===== config.mk =====
export PLATFORM = sky130hd
export DESIGN_NAME = dwarf_abbrev_stream_parser_unit_flat
export DESIGN_NICKNAME = d
export VERILOG_FILES = /design/src/sv/dasp_pkg.sv /design/src/sv/dasp_in_if.sv /design/src/sv/dasp_out_if.sv /design/src/sv/dasp_leb_step.sv /design/src/sv/dasp_parser_fsm.sv /design/src/sv/dwarf_abbrev_stream_parser_unit.sv /design/src/flat_wrapper.sv
export SDC_FILE = /design/constraint.sdc
export NUM_CORES = 1
export LEC_CHECK = 0
export BUFFER_PORTS_ARGS = -buffer_cell sky130_fd_sc_hd__buf_2
export CAP_MARGIN = 10
export CORE_ASPECT_RATIO = 1.75
export CORE_MARGIN = 10
export CORE_UTILIZATION = 45
export CTS_CLUSTER_SIZE = 8
export DETAILED_ROUTE_END_ITERATION = 8
export SYNTH_ARGS = -nofsm -noshare
export SYNTH_HDL_FRONTEND = slang
export SYNTH_SLANG_ARGS = --single-unit
export TNS_END_PERCENT = 30

===== constraint.sdc =====
create_clock -name clk -period 23.5 [get_ports clk]
set_input_delay 4.7 -clock clk [delete_from_list [all_inputs] [get_ports clk]]
set_output_delay 4.7 -clock clk [all_outputs]
set_load 0.1 [all_outputs]

===== src/sv/dasp_pkg.sv =====
// Package for the abbreviation table stream parser: decoded value width,
// record kinds and the structs passed between the parser modules.
// No dependencies; compile first.
`default_nettype none

package dasp_pkg;

    // Width of a decoded ULEB128 value and of the shift count that walks it
    localparam int VALUE_BITS = 32;
    localparam int SHIFT_W    = $clog2(VALUE_BITS + 1);
    localparam int FIELD_W    = 32;

    typedef logic [VALUE_BITS-1:0] value_t;
    typedef logic [SHIFT_W-1:0]    shift_t;
    typedef logic [FIELD_W-1:0]    field_t;

    typedef enum logic [1:0] {
        KIND_HEADER    = 2'd0,
        KIND_ATTR      = 2'd1,
        KIND_END_ENTRY = 2'd2,
        KIND_END_TABLE = 2'd3
    } record_kind_t;

    // One byte folded into the ULEB128 accumulator
    typedef struct packed {
        value_t acc;
        shift_t shift;
        logic   ovf;
        logic   last;
    } leb_step_t;

    // One decoded record
    typedef struct packed {
        record_kind_t kind;
        field_t       abbrev_code;
        field_t       tag_value;
        logic         has_children;
        field_t       attr_name;
        field_t       attr_form;
        logic         overflow;
    } record_t;

endpackage

`default_nettype wire


===== src/sv/dasp_in_if.sv =====
// Byte channel of the abbreviation table parser: valid/ready plus one
// table byte and the start-of-table mark. No dependencies.
`default_nettype none

interface dasp_in_if;
    logic       valid;
    logic       ready;
    logic [7:0] section_byte;
    logic       start_table;

    modport source (output valid, output section_byte, output start_table, input ready);
    modport sink   (input valid, input section_byte, input start_table, output ready);
endinterface

`default_nettype wire


===== src/sv/dasp_out_if.sv =====
// Record channel of the abbreviation table parser: valid/ready plus the
// decoded record fields. Depends on dasp_pkg.
`default_nettype none

interface dasp_out_if;
    logic                   valid;
    logic                   ready;
    dasp_pkg::record_kind_t record_kind;
    dasp_pkg::field_t       abbrev_code;
    dasp_pkg::field_t       tag_value;
    logic                   has_children;
    dasp_pkg::field_t       attr_name;
    dasp_pkg::field_t       attr_form;
    logic                   overflow;

    modport source (output valid, output record_kind, output abbrev_code, output tag_value,
                    output has_children, output attr_name, output attr_form,
                    output overflow, input ready);
    modport sink   (input valid, input record_kind, input abbrev_code, input tag_value,
                    input has_children, input attr_name, input attr_form,
                    input overflow, output ready);
endinterface

`default_nettype wire


===== src/sv/dasp_leb_step.sv =====
// One ULEB128 decode step: places the 7 payload bits of a byte at the
// current shift, flags bits beyond VALUE_BITS. Depends on dasp_pkg.
`default_nettype none

module dasp_leb_step (
    input  var dasp_pkg::value_t    acc,
    input  var dasp_pkg::shift_t    shift,
    input  var logic [7:0]          data_byte,
    output var dasp_pkg::leb_step_t step
);
    import dasp_pkg::*;

    logic [VALUE_BITS+6:0] placed;
    logic [SHIFT_W:0]      shift_sum;

    // Place payload; anything landing at or above VALUE_BITS is overflow
    always_comb
    begin
        placed    = {{VALUE_BITS{1'b0}}, data_byte[6:0]} << shift;
        shift_sum = {1'b0, shift} + (SHIFT_W + 1)'(7);
        step.acc  = acc | placed[VALUE_BITS-1:0];
        step.ovf  = |placed[VALUE_BITS+6:VALUE_BITS];
        step.last = !data_byte[7];
        // Saturate the shift at the value width
        if (shift_sum > (SHIFT_W + 1)'(VALUE_BITS))
        begin
            step.shift = SHIFT_W'(VALUE_BITS);
        end
        else
        begin
            step.shift = shift_sum[SHIFT_W-1:0];
        end
    end

endmodule

`default_nettype wire


===== src/sv/dasp_parser_fsm.sv =====
// Phase machine of the abbreviation table parser: holds the decode state,
// takes one byte per step and forms at most one record. Depends on
// dasp_pkg and dasp_leb_step.
`default_nettype none

module dasp_parser_fsm (
    input  var logic               clk,
    input  var logic               rst_n,
    input  var logic               step_en,
    input  var logic [7:0]         data_byte,
    input  var logic               start,
    output var logic               res_valid,
    output var dasp_pkg::record_t  res
);
    import dasp_pkg::*;

    typedef enum logic [2:0] {
        PH_CODE,
        PH_TAG,
        PH_CHILD,
        PH_NAME,
        PH_FORM,
        PH_DONE
    } phase_t;

    phase_t    phase_reg, phase_cur, phase_next;
    value_t    acc_reg, acc_cur, acc_next;
    shift_t    shift_reg, shift_cur, shift_next;
    field_t    code_reg, code_cur, code_next;
    field_t    tag_reg, tag_cur, tag_next;
    logic      child_reg, child_cur, child_next;
    field_t    name_reg, name_cur, name_next;
    logic      ovf_reg, ovf_cur, ovf_next;
    leb_step_t leb;
    logic      feed;
    logic      emit;
    logic      ovf_fed;

    // Start of table clears the state before the byte is taken
    always_comb
    begin
        if (start)
        begin
            phase_cur = PH_CODE;
            acc_cur   = '0;
            shift_cur = '0;
            code_cur  = '0;
            tag_cur   = '0;
            child_cur = 1'b0;
            name_cur  = '0;
            ovf_cur   = 1'b0;
        end
        else
        begin
            phase_cur = phase_reg;
            acc_cur   = acc_reg;
            shift_cur = shift_reg;
            code_cur  = code_reg;
            tag_cur   = tag_reg;
            child_cur = child_reg;
            name_cur  = name_reg;
            ovf_cur   = ovf_reg;
        end
    end

    dasp_leb_step u_leb (
        .acc       (acc_cur),
        .shift     (shift_cur),
        .data_byte (data_byte),
        .step      (leb)
    );

    // Advance the phase and form the record
    always_comb
    begin
        feed = (phase_cur == PH_CODE) || (phase_cur == PH_TAG)
            || (phase_cur == PH_NAME) || (phase_cur == PH_FORM);
        phase_next = phase_cur;
        code_next  = code_cur;
        tag_next   = tag_cur;
        child_next = child_cur;
        name_next  = name_cur;
        acc_next   = acc_cur;
        shift_next = shift_cur;
        ovf_fed    = ovf_cur;
        emit       = 1'b0;
        res        = '0;

        if (feed)
        begin
            ovf_fed = ovf_cur | leb.ovf;
            if (leb.last)
            begin
                acc_next   = '0;
                shift_next = '0;
            end
            else
            begin
                acc_next   = leb.acc;
                shift_next = leb.shift;
            end
        end
        ovf_next = ovf_fed;

        unique case (phase_cur)
            PH_CODE:
            begin
                if (leb.last)
                begin
                    if (leb.acc == '0)
                    begin
                        phase_next = PH_DONE;
                        emit       = 1'b1;
                        res.kind   = KIND_END_TABLE;
                    end
                    else
                    begin
                        code_next  = FIELD_W'(leb.acc);
                        phase_next = PH_TAG;
                    end
                end
            end
            PH_TAG:
            begin
                if (leb.last)
                begin
                    tag_next   = FIELD_W'(leb.acc);
                    phase_next = PH_CHILD;
                end
            end
            PH_CHILD:
            begin
                child_next       = (data_byte != 8'd0);
                phase_next       = PH_NAME;
                emit             = 1'b1;
                res.kind         = KIND_HEADER;
                res.abbrev_code  = code_cur;
                res.tag_value    = tag_cur;
                res.has_children = child_next;
            end
            PH_NAME:
            begin
                if (leb.last)
                begin
                    name_next  = FIELD_W'(leb.acc);
                    phase_next = PH_FORM;
                end
            end
            PH_FORM:
            begin
                if (leb.last)
                begin
                    if (name_cur != '0)
                    begin
                        phase_next       = PH_NAME;
                        emit             = 1'b1;
                        res.kind         = KIND_ATTR;
                        res.abbrev_code  = code_cur;
                        res.tag_value    = tag_cur;
                        res.has_children = child_cur;
                        res.attr_name    = name_cur;
                        res.attr_form    = FIELD_W'(leb.acc);
                    end
                    else if (leb.acc == '0)
                    begin
                        phase_next       = PH_CODE;
                        emit             = 1'b1;
                        res.kind         = KIND_END_ENTRY;
                        res.abbrev_code  = code_cur;
                        res.tag_value    = tag_cur;
                        res.has_children = child_cur;
                    end
                    else
                    begin
                        // Null name with a form: drop the pair and its overflow
                        phase_next = PH_NAME;
                        ovf_next   = 1'b0;
                    end
                end
            end
            PH_DONE:
            begin
                phase_next = PH_DONE;
            end
            default:
            begin
                phase_next = PH_DONE;
            end
        endcase

        // A record reports and clears the overflow seen so far
        if (emit)
        begin
            res.overflow = ovf_fed;
            ovf_next     = 1'b0;
        end
        res_valid = step_en && emit;
    end

    // Hold the decode state; update only on a step
    always_ff @(posedge clk or negedge rst_n)
    begin
        if (!rst_n)
        begin
            phase_reg <= PH_CODE;
            acc_reg   <= '0;
            shift_reg <= '0;
            code_reg  <= '0;
            tag_reg   <= '0;
            child_reg <= 1'b0;
            name_reg  <= '0;
            ovf_reg   <= 1'b0;
        end
        else if (step_en)
        begin
            phase_reg <= phase_next;
            acc_reg   <= acc_next;
            shift_reg <= shift_next;
            code_reg  <= code_next;
            tag_reg   <= tag_next;
            child_reg <= child_next;
            name_reg  <= name_next;
            ovf_reg   <= ovf_next;
        end
    end

`ifndef SYNTHESIS
    a_shift_saturates: assert property (@(posedge clk) disable iff (!rst_n)
        shift_reg <= SHIFT_W'(VALUE_BITS))
        else $error("ULEB shift beyond value width");

    a_attr_named: assert property (@(posedge clk) disable iff (!rst_n)
        res_valid && (res.kind == KIND_ATTR) |-> res.attr_name != '0)
        else $error("attribute record with null name");

    a_done_sticks: assert property (@(posedge clk) disable iff (!rst_n)
        step_en && !start && (phase_reg == PH_DONE) |=> phase_reg == PH_DONE)
        else $error("parser left end of table without restart");

    a_end_table_done: assert property (@(posedge clk) disable iff (!rst_n)
        res_valid && (res.kind == KIND_END_TABLE) |=> phase_reg == PH_DONE)
        else $error("end of table without entering done phase");

    a_child_clean: assert property (@(posedge clk) disable iff (!rst_n)
        (phase_reg == PH_CHILD) |-> (shift_reg == '0) && (acc_reg == '0))
        else $error("accumulator not cleared before children byte");
`endif

endmodule

`default_nettype wire


===== src/sv/dwarf_abbrev_stream_parser_unit.sv =====
// Abbreviation table stream parser, top level: input register, phase
// machine, result register. Depends on dasp_pkg, dasp_in_if, dasp_out_if,
// dasp_parser_fsm.
//
// Usage:
//   abbrev_bytes carries one table byte per request; start_table high marks
//   the first byte of a table and restarts decoding with that byte.
//   records carries one decoded record per request: entry header, attribute
//   pair, end of entry or end of table. Most bytes give no record.
//   Throughput: one byte per cycle while records is not stalled, set by the
//   combinational ULEB128 step and phase update between the two registers.
//   Path: the byte that completes a record is taken into the input register,
//   decoded out of it, and the record lands in the result register, which
//   presents it on records.
//   Stall: while a record waits on records, one more byte is taken into
//   the input register; further bytes wait until the record is taken.
//   Reset: rst_n clears both registers and sets the parser to expect an
//   abbreviation code; after an end-of-table record bytes are dropped
//   until start_table is seen.
`default_nettype none

module dwarf_abbrev_stream_parser_unit (
    input  var logic clk,
    input  var logic rst_n,
    dasp_in_if.sink  abbrev_bytes,
    dasp_out_if.source records
);
    import dasp_pkg::*;

    logic       in_valid_reg;
    logic [7:0] byte_reg;
    logic       start_reg;
    logic       out_valid_reg;
    record_t    out_rec_reg;
    logic       advance;
    logic       step_en;
    logic       res_valid;
    record_t    res;

    // Move when the result register is free or being drained
    assign advance            = !out_valid_reg || records.ready;
    assign abbrev_bytes.ready = !in_valid_reg || advance;
    assign step_en            = in_valid_reg && advance;

    // Input register
    always_ff @(posedge clk or negedge rst_n)
    begin
        if (!rst_n)
        begin
            in_valid_reg <= 1'b0;
        end
        else if (abbrev_bytes.ready)
        begin
            in_valid_reg <= abbrev_bytes.valid;
        end
    end

    always_ff @(posedge clk)
    begin
        if (abbrev_bytes.valid && abbrev_bytes.ready)
        begin
            byte_reg  <= abbrev_bytes.section_byte;
            start_reg <= abbrev_bytes.start_table;
        end
    end

    dasp_parser_fsm u_fsm (
        .clk       (clk),
        .rst_n     (rst_n),
        .step_en   (step_en),
        .data_byte (byte_reg),
        .start     (start_reg),
        .res_valid (res_valid),
        .res       (res)
    );

    // Result register
    always_ff @(posedge clk or negedge rst_n)
    begin
        if (!rst_n)
        begin
            out_valid_reg <= 1'b0;
        end
        else if (advance)
        begin
            out_valid_reg <= res_valid;
        end
    end

    always_ff @(posedge clk)
    begin
        if (res_valid)
        begin
            out_rec_reg <= res;
        end
    end

    // Drive the record channel
    assign records.valid        = out_valid_reg;
    assign records.record_kind  = out_rec_reg.kind;
    assign records.abbrev_code  = out_rec_reg.abbrev_code;
    assign records.tag_value    = out_rec_reg.tag_value;
    assign records.has_children = out_rec_reg.has_children;
    assign records.attr_name    = out_rec_reg.attr_name;
    assign records.attr_form    = out_rec_reg.attr_form;
    assign records.overflow     = out_rec_reg.overflow;

endmodule

`default_nettype wire


===== src/flat_wrapper.sv =====
// flat-port wrapper written by rule: the top's interface ports become plain ports
module dwarf_abbrev_stream_parser_unit_flat import dasp_pkg::*;
  (clk, rst_n, abbrev_bytes_valid, abbrev_bytes_section_byte, abbrev_bytes_start_table, abbrev_bytes_ready, records_valid, records_record_kind, records_abbrev_code, records_tag_value, records_has_children, records_attr_name, records_attr_form, records_overflow, records_ready);
  dasp_in_if abbrev_bytes_i ();
  dasp_out_if records_i ();
  input  var logic clk;
  input  var logic rst_n;
  input wire logic [$bits(abbrev_bytes_i.valid)-1:0] abbrev_bytes_valid;
  input wire logic [$bits(abbrev_bytes_i.section_byte)-1:0] abbrev_bytes_section_byte;
  input wire logic [$bits(abbrev_bytes_i.start_table)-1:0] abbrev_bytes_start_table;
  output wire logic [$bits(abbrev_bytes_i.ready)-1:0] abbrev_bytes_ready;
  output wire logic [$bits(records_i.valid)-1:0] records_valid;
  output wire logic [$bits(records_i.record_kind)-1:0] records_record_kind;
  output wire logic [$bits(records_i.abbrev_code)-1:0] records_abbrev_code;
  output wire logic [$bits(records_i.tag_value)-1:0] records_tag_value;
  output wire logic [$bits(records_i.has_children)-1:0] records_has_children;
  output wire logic [$bits(records_i.attr_name)-1:0] records_attr_name;
  output wire logic [$bits(records_i.attr_form)-1:0] records_attr_form;
  output wire logic [$bits(records_i.overflow)-1:0] records_overflow;
  input wire logic [$bits(records_i.ready)-1:0] records_ready;
  assign abbrev_bytes_i.valid = abbrev_bytes_valid;
  assign abbrev_bytes_i.section_byte = abbrev_bytes_section_byte;
  assign abbrev_bytes_i.start_table = abbrev_bytes_start_table;
  assign abbrev_bytes_ready = abbrev_bytes_i.ready;
  assign records_valid = records_i.valid;
  assign records_record_kind = records_i.record_kind;
  assign records_abbrev_code = records_i.abbrev_code;
  assign records_tag_value = records_i.tag_value;
  assign records_has_children = records_i.has_children;
  assign records_attr_name = records_i.attr_name;
  assign records_attr_form = records_i.attr_form;
  assign records_overflow = records_i.overflow;
  assign records_i.ready = records_ready;
  dwarf_abbrev_stream_parser_unit u_core (.clk(clk), .rst_n(rst_n), .abbrev_bytes(abbrev_bytes_i), .records(records_i));
endmodule

; ---- Yosys cells after proc, flatten, opt, wreduce, memory -nomap -nowiden
; Index checks and enable logic that the tools add are counted.
[word_totals]
out_inout_bits = 134
elab_cells = 94
register_bits = 282
[op_classes]
n_addsub = 1
mux = 48
magnitude_cmp = 1
n_eq_ne = 4
bitwise_logic = 4
shift = 1
n_reduce_logical = 16
[op_table]
columns = operator, n
row1 = $mux W32, 13
row2 = $mux W67, 2
row3 = $mux W131, 1
row4 = $pmux W65 S2, 1
row5 = $mux W64, 1
row6 = $shl A7 B6 Y39, 1
row7 = $logic_not A32 Y1, 1
row8 = $or A32 B32 Y32, 1
row9 = $reduce_bool A32 Y1, 1
row10 = $mux W6, 4
row11 = $mux W3, 7
row12 = $pmux W3 S5, 1
row13 = $mux W1, 13
row14 = $reduce_bool A8 Y1, 1
row15 = $add A6 B3 Y7 const B, 1
row16 = $gt A7 B6 Y1 const B, 1
row17 = $reduce_or A7 Y1, 1
row18 = $eq A3 B2 Y1 const B, 2
row19 = $mux W2, 3
row20 = $logic_or A1 B1 Y1, 5
row21 = $pmux W2 S2, 1
row22 = $eq A3 B1 Y1 const B, 1
row23 = $eq A3 B3 Y1 const B, 1
row24 = $logic_and A1 B1 Y1, 3
row25 = 6 further kinds, 8

; ---- Longest topological paths before layout
; Gate-level depths: netlist of the first run.
[logic_depth]
ltp_word = 11
depth_mapped = 13

; ---- Cells and area by module
; Synthesis of the first run repeated with hierarchy kept, for this count alone.
[hier_totals]
hier_cells = 1116
hier_area_um2 = 12768.5
[by_module_without_submodules]
columns = module, area_each_um2, instances, seq_area_each_um2, cells_per_inst
row1 = dasp_parser_fsm, 7352.1, 1, 3478.3, 803
row2 = dwarf_abbrev_stream_parser_unit, 4337.9, 1, 4284.1, 149
row3 = dasp_leb_step, 1078.5, 1, 0.0, 164

; ---- Worst setup path before layout of the first run
; No wires, ideal clock.
[synth_timing]
path_kind = input to register
start = input port records_ready
end = register u_core.out_rec_reg (netlist bit u_core.records.abbrev_code[0]) (enable)
stages = 3
required_ps = 22876
path_slack_ps = 12369
n_path_buf = 0
setup_ps = 624
t_arrival_ps = 10507
cell_sequence = nand2b_1 > nand2_1 > nor2_1
[synth_between]
elab_chain_len = 3
[synth_rtl]
columns = item, line_no
row1 = "start, declared", flat_wrapper.sv:20  ; input wire logic [$bits(records_i.ready)-1:0] records_ready;
row2 = $logic_or A1 B1 Y1, dwarf_abbrev_stream_parser_unit.sv:41  ; assign advance = !out_valid_reg || records.ready;
row3 = $logic_and A1 B1 Y1, dwarf_abbrev_stream_parser_unit.sv:43  ; assign step_en = in_valid_reg && advance;
row4 = $logic_and A1 B1 Y1, dasp_parser_fsm.sv:197  ; res_valid = step_en && emit;
row5 = named net u_core.res_valid, dwarf_abbrev_stream_parser_unit.sv:37  ; logic res_valid;
row6 = "end signal, assigned", dwarf_abbrev_stream_parser_unit.sv:94  ; out_rec_reg <= res;
row7 = "end, declared", dwarf_abbrev_stream_parser_unit.sv:34  ; record_t out_rec_reg;
; The timed path passes the listed nets, and every way through them passes these cells.
; A chain may end at the register's enable or synchronous reset.

; ---- Worst setup path in the final report of the first run
[layout_timing]
start = input port records_ready
end = output port abbrev_bytes_ready
[layout_between]
elab_chain_len = 2
[layout_rtl]
columns = item, line_no
row1 = $logic_or A1 B1 Y1, dwarf_abbrev_stream_parser_unit.sv:41
row2 = $logic_or A1 B1 Y1, dwarf_abbrev_stream_parser_unit.sv:42  ; assign abbrev_bytes.ready = !in_valid_reg || advance;
row3 = "end, declared", flat_wrapper.sv:11  ; output wire logic [$bits(abbrev_bytes_i.ready)-1:0] abbrev_bytes_ready;
; Every way passes these cells.

==> results of run 1 <==
synth_stat cells (4+ instances only):
cell	number	area share (%)
a211oi_1	4	0.24
edfxtp_1	141	34
buf_6	6	0.55
nand3_1	6	0.24
inv_1	12	0.37
dfrtp_1	141	29
nor3_1	14	0.57
a21oi_1	30	1.2
a222oi_1	5	0.41
or2_2	5	0.25
and2_1	101	5.1
o31ai_1	5	0.31
nor2_1	72	2.2
a32o_1	4	0.33
o21ai_0	144	5.9
and3_1	5	0.25
buf_2	4	0.16
nor4_1	14	0.71
clkbuf_2	6	0.24
a2bb2oi_1	4	0.28
clkbuf_1	51	1.6
nand4_1	8	0.41
a22oi_1	5	0.31
o22ai_1	5	0.25
nand2_1	165	5.0
mux2_2	4	0.37
nand2b_1	10	0.51
nor2b_1	4	0.20
mux2i_1	39	3.2
a21boi_0	6	0.37
path summary, 6_finish.rpt:
| kind | to | startpoint | slack [ns] | depth (start not counted) |
|---|---|---|---|---|
| max | abbrev_bytes_ready | records_ready | 13.45 | 3 |
| min | u_core.u_fsm.tag_reg[9] | u_core.u_fsm.tag_reg[9] | 0.47 | 2 |
| max reg2reg | u_core.records.tag_value[18] | u_core.start_reg | 17.40 | 12 |
| min reg2reg | u_core.u_fsm.tag_reg[9] | u_core.u_fsm.tag_reg[9] | 0.47 | 2 |
| max in group asynchronous | u_core.u_fsm.code_reg[5] | rst_n | 17.95 | 2 |
| min in group asynchronous | u_core.u_fsm.name_reg[13] | rst_n | 4.28 | 1 |
kinds of logic after synthesis:
group           count (synthesis)
simple gates                  426
flops                         282
compound gates                253
buf+inv                        83
mux                            44
fa+ha+maj                       1
routing by layer:
layer / routed length [um] / share of wire [%] / track usage [%]
met5: 0 / 0 / 0
met1: 13800 / 38 / 23.09
met3: 1818 / 5.0 / 3.544
met4: 1513 / 4.1 / 9.475
met2: 19460 / 53 / 37.30
report_power, final:
part	switching, uW	total, uW	internal (uW)
clock network	206	538	332
logic	195	265	70.7
registers	35.9	586	551
total	436	1390	953
critical path: cells and delay by family:
family	cells	cell delay (ns)
buffers and inverters	2	0.52
and+or+nand+nor	1	0.13
stage by stage:
stage | hold WS [ns] | util [%]
final | 0.4661 | 53.85
after global routing | 0.4853 | 53.85
after CTS | 0.4726 | 53.74
after detailed placement | 0.4618 | 49.38
after global placement | 0.4533 | 49.38
after floorplan | 0.4418 | -
cell type report:
class	count	area share, %
multi-input cells	724	28.60
flip-flops and latches	282	53.14
inverters	12	0.3084
clock buffers	71	7.940
repair buffers	176	6.689
clock inverters	2	0.1627
well taps	369	3.161
==> key figures, run 1 <==
STA
  • Fmax achieved: 99.47 MHz
  • Count of pins over their slew limit: 0
  • Clk_skew: 0.01336 ns
  • Final min period: 10.05 ns
  • RSZ-0062 raised after global routing: false
  • Relative slew slack: 20.30%
  • Setup TNS: 0 ns
  • Worst-Margin Slew: 1.196 ns
  • Fin crit share: 42.78%
  • Slack of the critical path: 13.45 ns
  • Final setup violation count: 0
  • Final Hold Vio Count: 0

CTS
  • Clk root buf: clkbuf_16
  • Post-CTS Setup Bufs: 0
  • Longest Clk Path Bufs: 3
  • # hold bufs at CTS: 0
  • Clock transition at path regs: 0.05 ns
  • H-tree Lvls: 2
  • TritonCTS clock tree: yes
  • Worst-Skew Late Latency: 0.53 ns
  • CTS buffer count: 41
  • # clock sinks: 282
  • Resize count post-CTS: 0

Critical path
  • Crit path DAT: 5.35 ns
  • CP Launch Type: input pin
  • Crit-path max FO: 3
  • Crit. End Element: output port
  • CP required: 18.80 ns
  • WS Path Type: in2out
  • Most frequent CP cell: buf_2
  • Crit-path cells: buf_2, nand3b_1, buf_2
  • Slowest cell on crit path: buf_2
  • Slowest stage delay, CP: 0.44 ns

Detailed routing
  • Vias post-DR: 9,059
  • Final wirelength: 36,600 um
  • WL/cell: 22.37 um
  • Routed Antenna Nets: 0
  • Drt initial violations: 697
  • Drt first pass iters: 5
  • Residual DRC: 0
  • Vias per inst: 5.537

Synthesis
  • Simple-Gate Fraction of Synth Area: 17.26%
  • FFs w/ async S/R, synth: 50.00%
  • Post-Syn Area: 0.01229 mm^2
  • Number of synthesized flops with an enable pin: 141
  • Avg Inst Size Synth: 11.29 um^2
  • Largest family of logic cells by synthesized area: simple AND/OR/NAND/NOR gates
  • Synth Area in Compound Gates: 12.69%
  • Cell variety after synth: 74
  • Top_reg_cell synth: edfxtp_1
  • Synthesis Warnings: 0
  • Synth Area in Adders: 0.1018%
  • Mux cell area share after synthesis: 3.726%
  • Syn nets: 1,103
  • Mapped Cells: 1,089
  • Xor/xnor share of the synthesized area: 0%
  • Yosys reg bits: 282
  • Sequential element share of the synthesized area: 63.15%

Placement
  • Place WS: 13.45 ns
  • Dpl cells: 1,561
  • DP HPWL: 25,190 um
  • Port Buffers: 146
  • Placed cell area: 0.01339 mm^2
  • Gp weighted congestion: 0.9598

GRT
  • Total grt overflow: 0
  • Global-route wire length before repair: 55,470 um
  • Initial antenna violation count: 0
  • Vias in the first global route: 8,913
  • Largest net degree at the start of global routing: 100
  • Total Routing Usage GR: 20.61%

Worst hold path
  • Min-Delay Path Class: reg2reg

Final layout
  • Layout cell share with drive strength beyond 1: 19.49%
  • Design Area, Final: 0.01461 mm^2
  • # nets final: 1,251
  • Multi-input combinational cell area: 0.004178 mm^2
  • Most common cell after layout, fill and taps aside: nand2_1
  • Post-Layout Cell Count: 1,636
  • Commonest cells after routing, fill and taps aside: nand2_1, buf_2, o21ai_0
  • Area delta synth->final: 18.84%
  • Fillers: 2,413
  • Seq. cell area: 0.007762 mm^2
  • Number of diodes: 0

Pwr
  • VDD IR max: 55.24 uV
  • PwrDens: 95.11 mW/mm^2
  • PnR Total Power: 1389 uW
  • Leakage: 0.006038 uW

Outcome
  • Status: complete, no violations

Job
  • Max Cap Violations: 0

Floorplan
  • Cell Rows: 80
  • Initial Util: 45.31%
  • IO Count: 147
  • Die area: 0.03459 mm^2
  • Die width: 144.9 um
  • Die height: 238.6 um
  • CORE AREA: 0.02713 mm^2
Note: power is estimated with default switching activity, not from simulation.
==> run 2: changes to the inputs <==
--- a/config.mk
+++ b/config.mk
@@ -5,6 +5,7 @@
 export SDC_FILE = /design/constraint.sdc
 export NUM_CORES = 1
 export LEC_CHECK = 0
+export ABC_AREA = 1
 export BUFFER_PORTS_ARGS = -buffer_cell sky130_fd_sc_hd__buf_2
 export CAP_MARGIN = 10
 export CORE_ASPECT_RATIO = 1.75
==> constraint.sdc (replaced) <==
create_clock -name clk -period 9.5 [get_ports clk]
set_input_delay 1.9 -clock clk [delete_from_list [all_inputs] [get_ports clk]]
set_output_delay 1.9 -clock clk [all_outputs]
set_load 0.1 [all_outputs]
==> key figures, run 2 <==
Outcome
  • Status: complete, no violations

CTS
  • Clk root buf: clkbuf_16
  • Resize count post-CTS: 0
  • CTS buffer count: 41
  • Worst-Skew Late Latency: 0.54 ns
  • H-tree Lvls: 2
  • # hold bufs at CTS: 0
  • Post-CTS Setup Bufs: 0
  • Longest Clk Path Bufs: 3
  • # clock sinks: 282
  • Clock transition at path regs: 0.06 ns
  • TritonCTS clock tree: yes

STA
  • Worst hold slack: 0.4769 ns
  • Setup TNS: 0 ns
  • Slack of the critical path: 4.073 ns
  • Final Hold Vio Count: 0
  • Fin crit share: 57.12%
  • Relative slew slack: 19.13%
  • RSZ-0062 raised after global routing: false
  • Final setup violation count: 0
  • Clk_skew: 0.01750 ns
  • Final min period: 5.427 ns
  • Worst-Margin Slew: 1.212 ns
  • Count of pins over their slew limit: 0
  • Fmax achieved: 184.3 MHz

Detailed routing
  • Vias post-DR: 11,228
  • Drt initial violations: 1,014
  • Drt first pass iters: 5
  • Residual DRC: 0
  • Final wirelength: 42,700 um
  • Routed Antenna Nets: 0
  • Vias per inst: 5.578
  • WL/cell: 21.21 um

Floorplan
  • IO Count: 147
  • Cell Rows: 83
  • Initial Util: 45.77%
  • Die area: 0.03760 mm^2
  • Die height: 249.1 um
  • CORE AREA: 0.02949 mm^2
  • Die width: 150.9 um

Placement
  • DP HPWL: 29,080 um
  • Port Buffers: 146
  • Place WS: 4.201 ns
  • Gp weighted congestion: 0.9370

Job
  • Max Cap Violations: 0

Pwr
  • Leakage: 0.006768 uW
  • Logic pwr share: 20.1%
  • Clk pwr share: 38.8%
  • Net Sw Frac: 32.88%
  • PwrDens: 224.7 mW/mm^2
  • Internal power: 2351 uW
  • VDD IR max: 152.4 uV
  • Switching power total: 1152 uW
  • Sequential share of power: 41.2%

Critical path
  • CP required: 9.66 ns
  • Reg2Reg Depth: 18
  • Slowest stage delay, CP: 0.73 ns
  • Crit path DAT: 5.59 ns
  • CP Launch Type: flop
  • Crit-path max FO: 142
  • WS Path Type: reg2reg
  • CP Depth: 18
  • Crit path max-delay family: simple AND/OR/NAND/NOR gates
  • Most frequent CP cell: nand2_1
  • Crit-path cells: inv_8, nand2_2, inv_2, o21ai_1, nand3_1, nand2_1, nand2_1, nand2_2, nor2_1, nand2_1, nor2_2, nand3_4, nand2_1, nand2_4, nand3_1, nand2_1, inv_4, buf_12
  • Crit. End Element: flop
  • Buffers & Inverters on Critical Path: 4
  • Slowest cell on crit path: inv_8

Synthesis
  • Synthesis Warnings: 0
  • Mapped Cells: 1,498
  • Syn nets: 1,512
  • FFs w/ async S/R, synth: 50.00%
  • Yosys top cell area share: 31.37%
  • Yosys reg bits: 282
  • Cell variety after synth: 41
  • Avg Inst Size Synth: 9.011 um^2
  • Number of synthesized flops with an enable pin: 141
  • Sequential element share of the synthesized area: 57.50%
  • Synth area leaders: edfxtp_1, dfrtp_1, nand2_1, nand3_1, nor2_1
  • Post-Syn Area: 0.01350 mm^2
  • Yosys top cell by area: edfxtp_1
  • Top_reg_cell synth: edfxtp_1
  • Top-count cell post-synth: nand2_1
  • Synth top cells by count: nand2_1, dfrtp_1, edfxtp_1

Final layout
  • Number of diodes: 0
  • Layout cell share with drive strength beyond 1: 16.80%
  • Area delta synth->final: 15.49%
  • Commonest cells after routing, fill and taps aside: nand2_1, buf_2, edfxtp_1, dfrtp_1, nor2_1
  • Most common cell after layout, fill and taps aside: nand2_1
  • # nets final: 1,616

GRT
  • Total grt overflow: 0
  • Largest net degree at the start of global routing: 143
  • Global-route wire length before repair: 65,300 um
  • Total Routing Usage GR: 22.30%
  • Vias in the first global route: 10,951
  • Initial antenna violation count: 0

Worst hold path
  • Min-Delay Path Class: reg2reg
  • Hold depth: 2
==> run 2: cell types whose count changed in the layout (fill, tap and decap cells not counted), moves of 39 or more <==
cell / previous run / this run
and2_1: 101 / 0
inv_1: 12 / 87
mux2i_1: 39 / 0
nor2_1: 71 / 139
nand3_1: 6 / 108
a21oi_1: 30 / 85
nand2_1: 165 / 425
o21ai_0: 144 / 95
a21oi_2: 0 / 41
==> run 2: layout make-up <==
type | instances | area [um^2]
inverters | 95 | 369.1
well taps | 382 | 478.0
multi-input cells | 1022 | 4906
flip-flops and latches | 282 | 7762
clock inverters | 3 | 47.55
clock buffers | 69 | 1152
fillers | 2797 | 13900
repair buffers | 160 | 874.6
==> run 2: cell families (layout without fill, tap and decap cells) <==
| family | Yosys count | after routing | share of synthesized area, % |
|---|---|---|---|
| AO/OA/AOI/OAI | 296 | 296 | 13.69 |
| adder cells (fa/ha/maj) | 1 | 1 | 0.09267 |
| buffers and inverters | 194 | 327 | 6.284 |
| flip-flops | 282 | 282 | 57.50 |
| AND/OR/NAND/NOR | 725 | 725 | 22.43 |
==> run 2: through the flow <==
step           instances  total power [uW]  cell area, um^2  util, %
3_3_place_gp        1940              2161            14360    48.70
6_report            2013              3503            15590    52.86
4_1_cts             2012              3523            15560    52.77
2_1_floorplan       1498              1948            13500        -
5_1_grt             2013              3651            15590    52.86
3_5_place_dp        1940              2163            14360    48.70
==> run 2: path summary, 6_finish.rpt <==
| check | slack (ns) | start | endpoint |
|---|---|---|---|
| setup / recovery | 4.07 | u_core.start_reg | u_core.records.tag_value[21] |
| hold / removal | 0.48 | u_core.u_fsm.tag_reg[18] | u_core.u_fsm.tag_reg[18] |
| setup reg to reg | 4.07 | u_core.start_reg | u_core.records.tag_value[21] |
| hold reg to reg | 0.48 | u_core.u_fsm.tag_reg[18] | u_core.u_fsm.tag_reg[18] |
| max in group asynchronous | 6.75 | rst_n | u_core.u_fsm.code_reg[31] |
| min in group asynchronous | 1.47 | rst_n | u_core.u_fsm.name_reg[25] |
==> run 2: power groups by stage <==
stage               Combinational, uW  Clock [uW]  Sequential, uW
finish                            703        1360            1440
global placement                  701           0            1460
floorplan                         403           0            1550
detailed placement                701           0            1460
CTS                               703        1380            1440
global route                      765        1440            1450
==> run 2: routing by layer <==
layer | routed length (um) | up-vias | track usage, %
met1 | 16040 | 5470 | 26.01
met2 | 22500 | 365 | 38.85
li1 | - | 5304 | -
met3 | 2293 | 89 | 3.488
met5 | 0 | - | 0
met4 | 1863 | 0 | 10.07
==> run 2: worst register-to-register path, stage by stage, from the launching register on <==
cell      delay, ns
edfxtp_1       0.72
inv_8          0.74
nand2_2        0.64
inv_2          0.39
o21ai_1        0.18
nand3_1        0.15
nand2_1        0.07
nand2_1        0.09
nand2_2        0.09
nor2_1         0.11
nand2_1        0.07
nor2_2         0.17
nand3_4        0.34
nand2_1        0.23
nand2_4        0.06
nand3_1        0.12
nand2_1        0.13
inv_4          0.10
buf_12         0.43
==> run 3: changes to the inputs <==
==> constraint.sdc (replaced) <==
create_clock -name clk -period 5 [get_ports clk]
set_input_delay 1 -clock clk [delete_from_list [all_inputs] [get_ports clk]]
set_output_delay 1 -clock clk [all_outputs]
set_load 0.1 [all_outputs]
==> key figures, run 3 (same netlist as run 2, synthesis figures left out) <==
Outcome
  • Status: complete, no violations

Pwr
  • Internal power: 4492 uW
  • Sequential share of power: 40.8%
  • Switching power total: 2211 uW
  • Clk pwr share: 38.8%
  • VDD IR max: 260.5 uV
  • Net Sw Frac: 32.98%
  • Leakage: 0.006852 uW
  • Logic pwr share: 20.4%
  • PnR Total Power: 6703 uW
  • PwrDens: 425.3 mW/mm^2

Detailed routing
  • Drt first pass iters: 5
  • Vias post-DR: 11,447
  • WL/cell: 21.55 um
  • Drt initial violations: 977
  • Routed Antenna Nets: 0
  • Residual DRC: 0
  • Final wirelength: 43,830 um
  • Vias per inst: 5.628

Critical path
  • R2R Setup Slk: 0.90 ns
  • Most frequent CP cell: nand2_1
  • Crit path DAT: 4.30 ns
  • Crit. End Element: flop
  • Slowest cell on crit path: edfxtp_1
  • Crit-path cells: inv_8, nand2_4, inv_1, nand3_1, o211ai_1, nand2_1, nor2_1, nand2_1, nor2_4, nand4_1, nand3_1, nand2_1, clkinvlp_4, buf_4
  • CP required: 5.21 ns
  • Slowest stage delay, CP: 0.47 ns
  • Crit-path max FO: 44
  • WS Path Type: reg2reg
  • Buffers & Inverters on Critical Path: 4
  • Crit path max-delay family: simple AND/OR/NAND/NOR gates
  • Reg2Reg Depth: 14
  • CP Launch Type: flop
  • CP Depth: 14

CTS
  • Clk root buf: clkbuf_16
  • Clock transition at path regs: 0.05 ns
  • TritonCTS clock tree: yes
  • CTS buffer count: 41
  • Post-CTS Setup Bufs: 0
  • # hold bufs at CTS: 0
  • Longest Clk Path Bufs: 3
  • H-tree Lvls: 2
  • Worst-Skew Late Latency: 0.54 ns
  • # clock sinks: 282
  • Resize count post-CTS: 0

GRT
  • Global-route wire length before repair: 67,590 um
  • Met3 Track Usage GR: 3.361%
  • Total grt overflow: 0
  • Initial antenna violation count: 0
  • Total Routing Usage GR: 23.16%
  • Vias in the first global route: 11,278
  • Met2 usage: 39.32%
  • GR Util met1: 27.49%
  • Largest net degree at the start of global routing: 141
  • Gr busiest metal: met2

Floorplan
  • IO Count: 147
  • Die width: 150.9 um
  • Initial Util: 45.77%
  • Cell Rows: 83
  • CORE AREA: 0.02949 mm^2
  • Die area: 0.03760 mm^2
  • Die height: 249.1 um

STA
  • Worst-Margin Slew: 1.185 ns
  • Final min period: 4.095 ns
  • Final setup violation count: 0
  • Setup TNS: 0 ns
  • RSZ-0062 raised after global routing: false
  • Relative slew slack: 20.90%
  • Fin crit share: 81.91%
  • Count of pins over their slew limit: 0
  • Final Hold Vio Count: 0
  • Fmax achieved: 244.2 MHz
  • Clk_skew: 0.01789 ns

Final layout
  • Layout cell share with drive strength beyond 1: 17.86%
  • Area delta synth->final: 16.75%
  • Commonest cells after routing, fill and taps aside: nand2_1, buf_2, edfxtp_1, dfrtp_1, nor2_1
  • Most common cell after layout, fill and taps aside: nand2_1
  • Number of diodes: 0
  • # nets final: 1,636

Placement
  • Port Buffers: 146
  • DP HPWL: 30,440 um
  • Gp weighted congestion: 0.9235

Worst hold path
  • Hold depth: 2
  • Min-Delay Path Class: reg2reg

Job
  • Max Cap Violations: 0
==> run 3: cell count changes in the layout (fill, tap and decap cells not counted) <==
cell / previous run / this run
buf_12: 1 / 4
inv_4: 2 / 1
nor2_2: 5 / 6
nor2_1: 139 / 138
buf_16: 1 / 0
nand2_4: 4 / 3
buf_4: 12 / 30
clkbuf_1: 27 / 28
nand2_2: 5 / 6
clkinvlp_4: 0 / 1
==> run 3: worst paths after layout <==
| check | from | to |
|---|---|---|
| worst max-delay path | u_core.start_reg | u_core.records.abbrev_code[20] |
| worst min-delay path | u_core.u_fsm.tag_reg[18] | u_core.u_fsm.tag_reg[18] |
| worst max register to register | u_core.start_reg | u_core.records.abbrev_code[20] |
| worst min register to register | u_core.u_fsm.tag_reg[18] | u_core.u_fsm.tag_reg[18] |
| max in group asynchronous | rst_n | u_core.u_fsm.name_reg[30] |
| min in group asynchronous | rst_n | u_core.u_fsm.name_reg[25] |
==> run 3: power groups by stage <==
stage / registers (uW) / clock network (uW) / logic [uW]
2_1_floorplan: 2930 / 0 / 765
3_3_place_gp: 2770 / 0 / 1370
3_5_place_dp: 2770 / 0 / 1370
4_1_cts: 2730 / 2650 / 1370
5_1_grt: 2750 / 2750 / 1490
6_report: 2740 / 2600 / 1370
==> run 3: metal layers <==
metal / vias to the layer above / part of all wire, %
met5: - / 0
met4: 0 / 5.2
met3: 102 / 5.5
met2: 428 / 52
met1: 5582 / 37
li1: 5335 / -
==> run 3: worst min-delay path, delay by kind of cell (launching register included) <==
kind	cells	cell delay [ns]
flops	1	0.34
simple gates	2	0.10
==> run 3: metrics by stage <==
stage	hold WS [ns]	std cells	worst slack (ns)	utilization, %	area, um^2
global placement	0.4616	1961	0.9145	49.36	14560
detailed placement	0.4653	1961	0.9149	49.36	14560
global route	0.4917	2034	0.6261	53.44	15760
finish	0.4769	2034	0.9047	53.44	15760
CTS	0.4795	2034	0.8822	53.44	15760
floorplan	0.4492	1498	0.4711	-	13500
==> run 3: cell type report <==
class,instances,area (um^2)
repair buffers,180,1042
flip-flops and latches,282,7762
inverters,95,370.4
clock inverters,3,47.55
multi-input cells,1022,4903
well taps,382,478.0
clock buffers,70,1156
fillers,2792,13730
